===== src/rtl/event_subscription_router_core_defines.svh =====
// ----------------------------------------------------------------------------
// Event subscription router: assertion macros
// Concurrent check helpers clocked on clk and held off during rst.
// ----------------------------------------------------------------------------
`ifndef EVENT_SUBSCRIPTION_ROUTER_CORE_DEFINES_SVH
`define EVENT_SUBSCRIPTION_ROUTER_CORE_DEFINES_SVH

`ifndef SYNTHESIS
// Property must hold at every edge outside reset
`define ESR_ASSERT(lbl, prop, msg) \
  lbl: assert property (@(posedge clk) disable iff (rst) (prop)) else $error(msg);
// Condition must never be seen outside reset
`define ESR_NEVER(lbl, cond, msg) \
  lbl: assert property (@(posedge clk) disable iff (rst) !(cond)) else $error(msg);
`else
`define ESR_ASSERT(lbl, prop, msg)
`define ESR_NEVER(lbl, cond, msg)
`endif

`endif


===== src/rtl/esr_pkg.sv =====
// ----------------------------------------------------------------------------
// esr_pkg
// Shared types, sizes and codes of the event subscription router.
// ----------------------------------------------------------------------------
`default_nettype none

package esr_pkg;

  // Table and type space sizes
  localparam int SLOTS       = 16;
  localparam int EVENT_TYPES = 32;
  localparam int SLOT_IDX_W  = (SLOTS > 1) ? $clog2(SLOTS) : 1;
  localparam int TYPE_IDX_W  = (EVENT_TYPES > 1) ? $clog2(EVENT_TYPES) : 1;

  // Request queue between front and back
  localparam int QDEPTH = 2;
  localparam int QPTR_W = (QDEPTH > 1) ? $clog2(QDEPTH) : 1;
  localparam int QCNT_W = $clog2(QDEPTH + 1);

  // Request kinds on the input port
  localparam logic [1:0] KIND_SUB   = 2'd0;
  localparam logic [1:0] KIND_UNSUB = 2'd1;
  localparam logic [1:0] KIND_PUB   = 2'd2;

  // Status codes
  localparam logic [1:0] ST_OK       = 2'd0;
  localparam logic [1:0] ST_BADARG   = 2'd1;
  localparam logic [1:0] ST_FULL     = 2'd2;
  localparam logic [1:0] ST_NOTFOUND = 2'd3;

  typedef logic [EVENT_TYPES-1:0] mask_t;
  typedef logic [SLOT_IDX_W-1:0]  sidx_t;

  typedef enum logic [1:0] {
    OP_SUB,
    OP_UNSUB,
    OP_PUB,
    OP_REJECT
  } op_t;

  // Classified request as held in the queue
  typedef struct packed {
    op_t                   op;
    logic [TYPE_IDX_W-1:0] type_idx;
    logic [31:0]           id;
    logic [31:0]           ctx;
  } cmd_t;

  // Queue status seen by the back end
  typedef struct packed {
    logic full;
    logic empty;
  } q_stat_t;

  // One result item
  typedef struct packed {
    logic        is_delivery;
    logic [3:0]  slot;
    logic [31:0] id;
    logic [31:0] ctx;
    logic [1:0]  status;
    logic        last;
  } res_t;

  typedef enum logic [1:0] {
    BK_IDLE,
    BK_SCAN,
    BK_FINAL
  } bstate_t;

  // One-hot mask bit of an event type
  function automatic mask_t type_bit(input logic [TYPE_IDX_W-1:0] t);
    mask_t m;
    m    = '0;
    m[t] = 1'b1;
    return m;
  endfunction

  // Slot index as shown on the 4-bit result field
  function automatic logic [3:0] slot_out(input sidx_t s);
    logic [SLOT_IDX_W+3:0] w;
    w = {4'd0, s};
    return w[3:0];
  endfunction

endpackage

`default_nettype wire


===== src/rtl/event_subscription_router_core.sv =====
// Results: an accepted request waits in the queue behind any running one, is popped,
// then scanned. Subscribe/unsubscribe stop at the matching slot, else at the last slot;
// publish reads every slot, one slot read per cycle, then gives the status item.
// Rejected requests skip the scan. Two requests can queue while one runs.
// Results cannot be held off: each shows for one cycle with strobe.
// Synchronous reset empties the queue and invalidates every table slot at once.
// ----------------------------------------------------------------------------
// event_subscription_router_core
// Subscriber table with subscribe, unsubscribe and publish requests.
// ----------------------------------------------------------------------------
`default_nettype none
`include "event_subscription_router_core_defines.svh"

module event_subscription_router_core (
  input  wire logic        clk,
  input  wire logic        rst,
  input  wire logic        start,
  output logic             busy,
  input  wire logic [1:0]  kind,
  input  wire logic [7:0]  topic,
  input  wire logic [31:0] subscriber_id,
  input  wire logic [31:0] context_req,
  output logic             strobe,
  output logic             is_delivery,
  output logic [3:0]       slot,
  output logic [31:0]      target_id,
  output logic [31:0]      target_context,
  output logic [1:0]       status,
  output logic             last
);
  import esr_pkg::*;

  cmd_t    front_cmd;
  cmd_t    head;
  q_stat_t q_stat;
  logic    pop;
  res_t    res;
  logic    dlv_ok;
  logic    stat_ok;

  // Classify the request
  esr_front u_front (
    .kind          (kind),
    .topic         (topic),
    .subscriber_id (subscriber_id),
    .context_req   (context_req),
    .cmd           (front_cmd)
  );

  // Queue accepted requests
  esr_queue u_queue (
    .clk      (clk),
    .rst      (rst),
    .push     (start && !busy),
    .push_cmd (front_cmd),
    .pop      (pop),
    .head     (head),
    .stat     (q_stat)
  );

  // Carry out requests against the table
  esr_back u_back (
    .clk    (clk),
    .rst    (rst),
    .head   (head),
    .q_stat (q_stat),
    .pop    (pop),
    .strobe (strobe),
    .res    (res)
  );

  assign busy           = q_stat.full;
  assign is_delivery    = res.is_delivery;
  assign slot           = res.slot;
  assign target_id      = res.id;
  assign target_context = res.ctx;
  assign status         = res.status;
  assign last           = res.last;

  // Checks
  assign dlv_ok  = !last && status == ST_OK;
  assign stat_ok = last && target_id == 32'd0 && target_context == 32'd0;

  `ESR_ASSERT(a_delivery_not_last, (strobe && is_delivery) |-> dlv_ok, "bad delivery")
  `ESR_ASSERT(a_status_zero_target, (strobe && !is_delivery) |-> stat_ok, "bad status item")
  `ESR_ASSERT(a_pop_spacing, pop |=> !pop, "back end popped twice in a row")
  `ESR_NEVER(a_no_pop_empty, pop && q_stat.empty, "pop from empty queue")

endmodule

`default_nettype wire


===== src/rtl/esr_front.sv =====
// ----------------------------------------------------------------------------
// esr_front
// Classifies an incoming request and rejects bad arguments up front.
// ----------------------------------------------------------------------------
`default_nettype none

module esr_front (
  input  wire logic [1:0]  kind,
  input  wire logic [7:0]  topic,
  input  wire logic [31:0] subscriber_id,
  input  wire logic [31:0] context_req,
  output esr_pkg::cmd_t    cmd
);
  import esr_pkg::*;

  logic type_ok;
  logic id_ok;

  assign type_ok = topic < 8'(EVENT_TYPES);
  assign id_ok   = subscriber_id != 32'd0;

  // Pick the operation, folding every bad argument into a reject
  always_comb begin
    cmd.type_idx = topic[TYPE_IDX_W-1:0];
    cmd.id       = subscriber_id;
    cmd.ctx      = context_req;
    case (kind)
      KIND_SUB:   cmd.op = (id_ok && type_ok) ? OP_SUB : OP_REJECT;
      KIND_UNSUB: cmd.op = (id_ok && type_ok) ? OP_UNSUB : OP_REJECT;
      KIND_PUB:   cmd.op = type_ok ? OP_PUB : OP_REJECT;
      default:    cmd.op = OP_REJECT;
    endcase
  end

endmodule

`default_nettype wire


===== src/rtl/esr_queue.sv =====
// ----------------------------------------------------------------------------
// esr_queue
// Short request queue that decouples the front from the back end.
// ----------------------------------------------------------------------------
`default_nettype none

module esr_queue (
  input  wire logic          clk,
  input  wire logic          rst,
  input  wire logic          push,
  input  wire esr_pkg::cmd_t push_cmd,
  input  wire logic          pop,
  output esr_pkg::cmd_t      head,
  output esr_pkg::q_stat_t   stat
);
  import esr_pkg::*;

  cmd_t              entries [QDEPTH];
  logic [QPTR_W-1:0] wr_ptr;
  logic [QPTR_W-1:0] rd_ptr;
  logic [QCNT_W-1:0] count;
  logic              do_push;
  logic              do_pop;

  assign stat.full  = count == QCNT_W'(QDEPTH);
  assign stat.empty = count == '0;
  assign do_push    = push && !stat.full;
  assign do_pop     = pop && !stat.empty;
  assign head       = entries[rd_ptr];

  // Store the pushed request
  always_ff @(posedge clk) begin
    if (do_push) begin
      entries[wr_ptr] <= push_cmd;
    end
  end

  // Advance pointers and occupancy
  always_ff @(posedge clk) begin
    if (rst) begin
      wr_ptr <= '0;
      rd_ptr <= '0;
      count  <= '0;
    end else begin
      if (do_push) begin
        wr_ptr <= (wr_ptr == QPTR_W'(QDEPTH - 1)) ? '0 : wr_ptr + 1'b1;
      end
      if (do_pop) begin
        rd_ptr <= (rd_ptr == QPTR_W'(QDEPTH - 1)) ? '0 : rd_ptr + 1'b1;
      end
      if (do_push && !do_pop) begin
        count <= count + 1'b1;
      end else if (do_pop && !do_push) begin
        count <= count - 1'b1;
      end
    end
  end

endmodule

`default_nettype wire


===== src/rtl/esr_back.sv =====
// ----------------------------------------------------------------------------
// esr_back
// Holds the subscriber table and carries out requests, one slot per cycle.
// ----------------------------------------------------------------------------
`default_nettype none

module esr_back (
  input  wire logic             clk,
  input  wire logic             rst,
  input  wire esr_pkg::cmd_t    head,
  input  wire esr_pkg::q_stat_t q_stat,
  output logic                  pop,
  output logic                  strobe,
  output esr_pkg::res_t         res
);
  import esr_pkg::*;

  // Subscriber table
  logic [SLOTS-1:0] slot_valid;
  logic [31:0]      slot_owner   [SLOTS];
  logic [31:0]      slot_context [SLOTS];
  mask_t            slot_type_mask [SLOTS];

  // Sequencer state
  bstate_t bstate, bstate_next;
  cmd_t    cmd, cmd_next;
  sidx_t   idx, idx_next;
  logic    free_found, free_found_next;
  sidx_t   free_idx, free_idx_next;

  // Current slot read
  logic        rv;
  logic [31:0] ro;
  logic [31:0] rc;
  mask_t       rm;
  mask_t       tbit;
  logic        at_end;
  logic        hit_sub;
  logic        hit_uns;
  logic        deliver;
  logic        done_now;

  // Table write port and result
  logic        wr_en;
  sidx_t       wr_idx;
  logic        wr_valid;
  logic [31:0] wr_owner;
  logic [31:0] wr_ctx;
  mask_t       wr_mask;
  sidx_t       claim_idx;
  mask_t       cleared;
  logic        emit;
  res_t        res_next;

  assign rv     = slot_valid[idx];
  assign ro     = slot_owner[idx];
  assign rc     = slot_context[idx];
  assign rm     = slot_type_mask[idx];
  assign tbit   = type_bit(cmd.type_idx);
  assign at_end = idx == SLOT_IDX_W'(SLOTS - 1);

  assign hit_sub  = (cmd.op == OP_SUB) && rv && (ro == cmd.id) && (rc == cmd.ctx);
  assign hit_uns  = (cmd.op == OP_UNSUB) && rv && (ro == cmd.id);
  assign deliver  = (cmd.op == OP_PUB) && rv && ((rm & tbit) != '0);
  assign done_now = hit_sub || hit_uns || (at_end && (cmd.op != OP_PUB));

  assign claim_idx = free_found ? free_idx : idx;
  assign cleared   = rm & ~tbit;

  // Next state of the sequencer
  always_comb begin
    bstate_next     = bstate;
    cmd_next        = cmd;
    idx_next        = idx;
    free_found_next = free_found;
    free_idx_next   = free_idx;
    case (bstate)
      BK_IDLE: begin
        if (!q_stat.empty) begin
          cmd_next        = head;
          idx_next        = '0;
          free_found_next = 1'b0;
          bstate_next     = (head.op == OP_REJECT) ? BK_FINAL : BK_SCAN;
        end
      end
      BK_SCAN: begin
        if (done_now) begin
          bstate_next = BK_IDLE;
        end else if (at_end) begin
          bstate_next = BK_FINAL;
        end else begin
          idx_next = idx + 1'b1;
          if (!rv && !free_found) begin
            free_found_next = 1'b1;
            free_idx_next   = idx;
          end
        end
      end
      BK_FINAL: bstate_next = BK_IDLE;
      default:  bstate_next = BK_IDLE;
    endcase
  end

  // Results, table updates and queue pop
  always_comb begin
    pop      = (bstate == BK_IDLE) && !q_stat.empty;
    emit     = 1'b0;
    res_next = '{is_delivery: 1'b0, slot: 4'd0, id: 32'd0, ctx: 32'd0,
                 status: ST_OK, last: 1'b1};
    wr_en    = 1'b0;
    wr_idx   = idx;
    wr_valid = 1'b1;
    wr_owner = ro;
    wr_ctx   = rc;
    wr_mask  = rm;
    case (bstate)
      BK_SCAN: begin
        case (cmd.op)
          OP_SUB: begin
            if (hit_sub) begin
              emit          = 1'b1;
              res_next.slot = slot_out(idx);
              wr_en         = 1'b1;
              wr_mask       = rm | tbit;
            end else if (at_end) begin
              emit = 1'b1;
              if (free_found || !rv) begin
                res_next.slot = slot_out(claim_idx);
                wr_en         = 1'b1;
                wr_idx        = claim_idx;
                wr_owner      = cmd.id;
                wr_ctx        = cmd.ctx;
                wr_mask       = tbit;
              end else begin
                res_next.status = ST_FULL;
              end
            end
          end
          OP_UNSUB: begin
            if (hit_uns) begin
              emit          = 1'b1;
              res_next.slot = slot_out(idx);
              wr_en         = 1'b1;
              wr_mask       = cleared;
              wr_valid      = cleared != '0;
            end else if (at_end) begin
              emit            = 1'b1;
              res_next.status = ST_NOTFOUND;
            end
          end
          OP_PUB: begin
            if (deliver) begin
              emit                 = 1'b1;
              res_next.is_delivery = 1'b1;
              res_next.slot        = slot_out(idx);
              res_next.id          = ro;
              res_next.ctx         = rc;
              res_next.last        = 1'b0;
            end
          end
          default: emit = 1'b0;
        endcase
      end
      BK_FINAL: begin
        emit            = 1'b1;
        res_next.status = (cmd.op == OP_REJECT) ? ST_BADARG : ST_OK;
      end
      default: emit = 1'b0;
    endcase
  end

  // Sequencer registers
  always_ff @(posedge clk) begin
    if (rst) begin
      bstate <= BK_IDLE;
    end else begin
      bstate <= bstate_next;
    end
    cmd        <= cmd_next;
    idx        <= idx_next;
    free_found <= free_found_next;
    free_idx   <= free_idx_next;
  end

  // Table valid flags
  always_ff @(posedge clk) begin
    if (rst) begin
      slot_valid <= '0;
    end else if (wr_en) begin
      slot_valid[wr_idx] <= wr_valid;
    end
  end

  // Table contents
  always_ff @(posedge clk) begin
    if (wr_en) begin
      slot_owner[wr_idx]     <= wr_owner;
      slot_context[wr_idx]   <= wr_ctx;
      slot_type_mask[wr_idx] <= wr_mask;
    end
  end

  // Result register
  always_ff @(posedge clk) begin
    if (rst) begin
      strobe <= 1'b0;
    end else begin
      strobe <= emit;
    end
    res <= res_next;
  end

endmodule

`default_nettype wire


===== config.mk =====
export PLATFORM = sky130hd
export DESIGN_NAME = event_subscription_router_core
export DESIGN_NICKNAME = d
export VERILOG_FILES = /design/src/rtl/esr_pkg.sv /design/src/rtl/event_subscription_router_core.sv /design/src/rtl/esr_front.sv /design/src/rtl/esr_queue.sv /design/src/rtl/esr_back.sv
export VERILOG_INCLUDE_DIRS = /design/src /design/src/rtl
export SDC_FILE = /design/constraint.sdc
export NUM_CORES = 2
export LEC_CHECK = 0
export BUFFER_PORTS_ARGS = -buffer_cell sky130_fd_sc_hd__buf_4
export CORE_MARGIN = 4
export CORE_UTILIZATION = 57
export DETAILED_ROUTE_END_ITERATION = 8
export HOLD_SLACK_MARGIN = 0.06
export PLACE_DENSITY = 0.74
export SYNTH_ARGS = -nofsm -noshare
export SYNTH_HDL_FRONTEND = slang
export SYNTH_SLANG_ARGS = --single-unit

===== constraint.sdc =====
create_clock -name clk -period 23.9 [get_ports clk]
set_clock_uncertainty 0.1 [all_clocks]
set_input_delay 2.39 -clock clk [delete_from_list [all_inputs] [get_ports clk]]
set_output_delay 2.39 -clock clk [all_outputs]
set_load 0.005 [all_outputs]

==> run_results.csv <==
group,metric,value,unit
grt,grt_pass1_wl,262,mm
yosys,synth_fa_ha_area_share,0.0858,%
setup_path,crit_top_cell,"buf_12",
clock_tree,post_cts_buffers,0,
clock_tree,cts.clk_slew.worst_paths,60,ps
layout,register_area,0.0548,sq mm
die,die_h,366,um
layout,fillCellCount,8052,
layout,area_delta_synth_final,12.4,%
yosys,synthTopCellsByArea,"edfxtp_1 (72%), mux4_2 (12%), dfxtp_1 (2.7%)",
min_path,hold_depth,2,
die,num_rows,130,
layout,multiInputGateArea,0.0172,sq mm
placed_design,gp_congestion,0.898,
setup_path,slowest_delay,950,ps
timing,setup_tns,0,ps
yosys,synth_mux_area_share,16.4,%
setup_path,r2r_slack,14610,ps
min_path,min-delay-start,"u_back.slot_valid[4]",
route,ant_nets,0,
layout,layout.nets,3943,
yosys,yosys-top-cells-count,"edfxtp_1 (1758), mux4_2 (389), mux2i_1 (164)",
setup_path,worst-path-max-fanout,101,
grt,track_usage,27.3,%
timing,setup_viol,0,
setup_path,worstReg2RegEnd,"u_back.slot_context[10][22]",
yosys,synth_fp_nets,3689,
timing,rsz0062_at_grt,"no",
yosys,syn_area,0.0729,sq mm
setup_path,crit_cells,16,
yosys,synth_ff_type,"edfxtp_1",
power,p_leak,26.3,nW
layout,design_area,0.0820,sq mm
yosys,ys_warn_count,0,
die,die_area,0.134,sq mm
power,power_frac_clock,27.6,%
clock_tree,cts_buffers,179,
yosys,synth_cells,3607,
setup_path,crit_type,"flip-flop to flip-flop",
clock_tree,cts_tree,"done",
timing,finalCritPeriodShare,38.9,%
yosys,synth_top_family_by_area,"multiplexers",
placed_design,post-place-cells,5330,
route,drt_iter0_drc,5013,
yosys,synthSimpleGateAreaFrac,2.91,%
grt,grt_overflow,0,
clock_tree,clockBufferDepth,3,
yosys,synth_compound_area_share,3.03,%
route,vias,37500,
route,wirelength,179,mm
route,drc,0,
layout,stdcell_count,5664,
yosys,synth_cell_type_count,81,
placed_design,portBuffers,150,
yosys,netlist.area_leader.share,72.4,%
setup_path,cp-start-kind,"flip-flop",
yosys,synth-edff-count,1758,
power,power_switching,3.11,mW
power,ir_drop,82.1,uV
die,die_w,366,um
power,power_density,122,mW/mm^2
grt,grt_pass1_vias,37100,
setup_path,reg2reg_depth,16,
clock_tree,worstSkewPairLatency,810,ps
timing,hold_violations,0,
power,p_sw_share,31.1,%
timing,period_minus_slack,9290,ps
setup_path,critPathTopFamily,"buffers and inverters",
timing,slew_viol_final,0,
power,pwr-share-comb,26.8,%
job,max_cap_violations,0,
route,vias_per_cell,6.61,
status,outcome,"finished, final reports clean",
yosys,yosysMostFrequentCell,"edfxtp_1",
clock_tree,cts_resized,0,
placed_design,placed_cell_area,0.0762,sq mm
layout,final_layout_size_suffix_gt1_share,27.5,%
setup_path,worstPathRequired,24210,ps
placed_design,hpwl,103,mm
die,coreArea,0.126,sq mm
power,intPower,6.90,mW
clock_tree,cts_root_buf,"clkbuf_16",
yosys,yosysSeqAreaShare,75.1,%
setup_path,cp.arrival,9610,ps
route,wl_per_cell,31.7,um
die,pin_count,151,
setup_path,slowest_stage,"buf_4",
route,firstDrtPassIters,6,
timing,fmax,0.108,GHz
timing,slew-limit-headroom,14.4,%
grt,antenna_found_initial,9,
timing,worstMarginPinSlew,1280,ps
yosys,ys_seq_elements,1858,
min_path,hold_path_class,"flip-flop to flip-flop",
power,pwr-share-seq,45.6,%
yosys,syn_avg_cell_area,20.2,sq um
yosys,async_reset_ff_share,0,%
clock_tree,hold_buffers,0,
clock_tree,cts.sink_count,1858,
setup_path,path_cells,"buf_12 -> buf_12 -> buf_12 -> mux4_2 -> nand2b_1 -> a21oi_1 -> or3_1 -> a2111oi_0 -> nand4_1 -> and3b_1 -> nand2_2 -> a21bo_1 -> or3_1 -> nor2_4 -> buf_4 -> buf_4",
min_path,whs_endpoint,"u_back.slot_valid[4]",
setup_path,end_kind,"flip-flop",
clock_tree,h-tree-depth,4,
grt,grt_max_degree,102,
yosys,synth_area_leader_cell,"edfxtp_1",
die,initial_utilization,57.7,%
setup_path,critical_path_buf_inv_count,5,
yosys,synthXorXnorAreaFrac,0.925,%
-- worst max path at each step --
| stage | from | endpoint | slack (ps) |
|---|---|---|---|
| floorplan | flip-flop | u_back.slot_valid[10] | 15720 |
| global placement | flip-flop | u_back.slot_owner[10][20] | 14760 |
| detailed placement | flip-flop | u_back.slot_owner[10][20] | 14700 |
| CTS | flip-flop | u_back.slot_owner[7][21] | 14670 |
| global route | flip-flop | u_back.slot_type_mask[7][12] | 14150 |
| finish | flip-flop | u_back.slot_context[10][22] | 14610 |
-- sequential cells by signal, indices dropped and copies added, names as in the netlist, named ones only --
register               flops
u_back.res                72
u_back.slot_context      512
u_back.free_idx            4
u_back.cmd                71
u_queue.wr_ptr             1
u_queue.entries          142
u_back.bstate              2
u_back.idx                 4
u_back.strobe              1
u_back.slot_type_mask    512
u_back.slot_owner        512
u_queue.rd_ptr             1
u_back.free_found          1
u_back.slot_valid         16
u_queue.count              2
-- cells in the final DEF (no fill, tap or decap), types with 27 or more instances in the layout --
master     instances
clkinv_2          32
mux2i_1          164
xor2_1            50
nor2_1            75
and3_1            37
dfxtp_1           95
a21oi_1           63
xnor2_1           27
nand2_1          145
clkbuf_1          50
clkbuf_16        180
buf_4            263
a22oi_1           56
mux2_2           136
o21ai_0           80
edfxtp_1        1758
mux4_2           389
-- final cells by class --
class | count | share of cell area, %
multi-input cells | 1536 | 20.9
inverters | 19 | 0.0931
clock buffers | 245 | 5.97
repair buffers | 267 | 2.51
well taps | 1650 | 2.52
diodes | 1 | 0.00305
flip-flops and latches | 1858 | 66.9
clock inverters | 88 | 1.12
-- kinds of logic (layout without fill, tap and decap cells) --
family / Yosys count / count (layout)
muxes: 689 / 689
adders and majority gates: 5 / 5
buffers and inverters: 213 / 619
DFF: 1858 / 1858
and+or+nand+nor: 426 / 426
other: 0 / 1
xor gates and xnor gates: 77 / 77
AOI/OAI and AO/OA: 339 / 339
-- metrics by stage --
step	power, mW	setup slack [ps]	hold WS (ps)	utilization, %
floorplan	6.32	15720	321	-
global placement	7.22	14760	357	60.3
detailed placement	7.28	14700	365	60.3
CTS	10.0	14670	378	64.9
global route	10.4	14150	395	64.9
finish	10.0	14610	375	64.9
-- worst min-delay path, stage by stage (launching register included) --
cell and delay [ps]:
dfxtp_1 310, nand2b_1 60, mux2i_1 50
-- power by group through the flow --
stage                     sequential [mW]  clock [mW]  combinational [mW]
after floorplan                      4.48           0                1.84
after global placement               4.62           0                2.60
after detailed placement             4.62           0                2.66
after CTS                            4.56        2.81                2.67
after global routing                 4.57        2.95                2.87
final                                4.56        2.77                2.68
-- routing by layer --
layer	GRT usage (%)	routed length, um
met5	0	13
met4	9.05	6060
met3	5.59	18600
met2	42.3	85000
met1	39.7	69800
No activity file was read; power rests on OpenSTA's default activity.
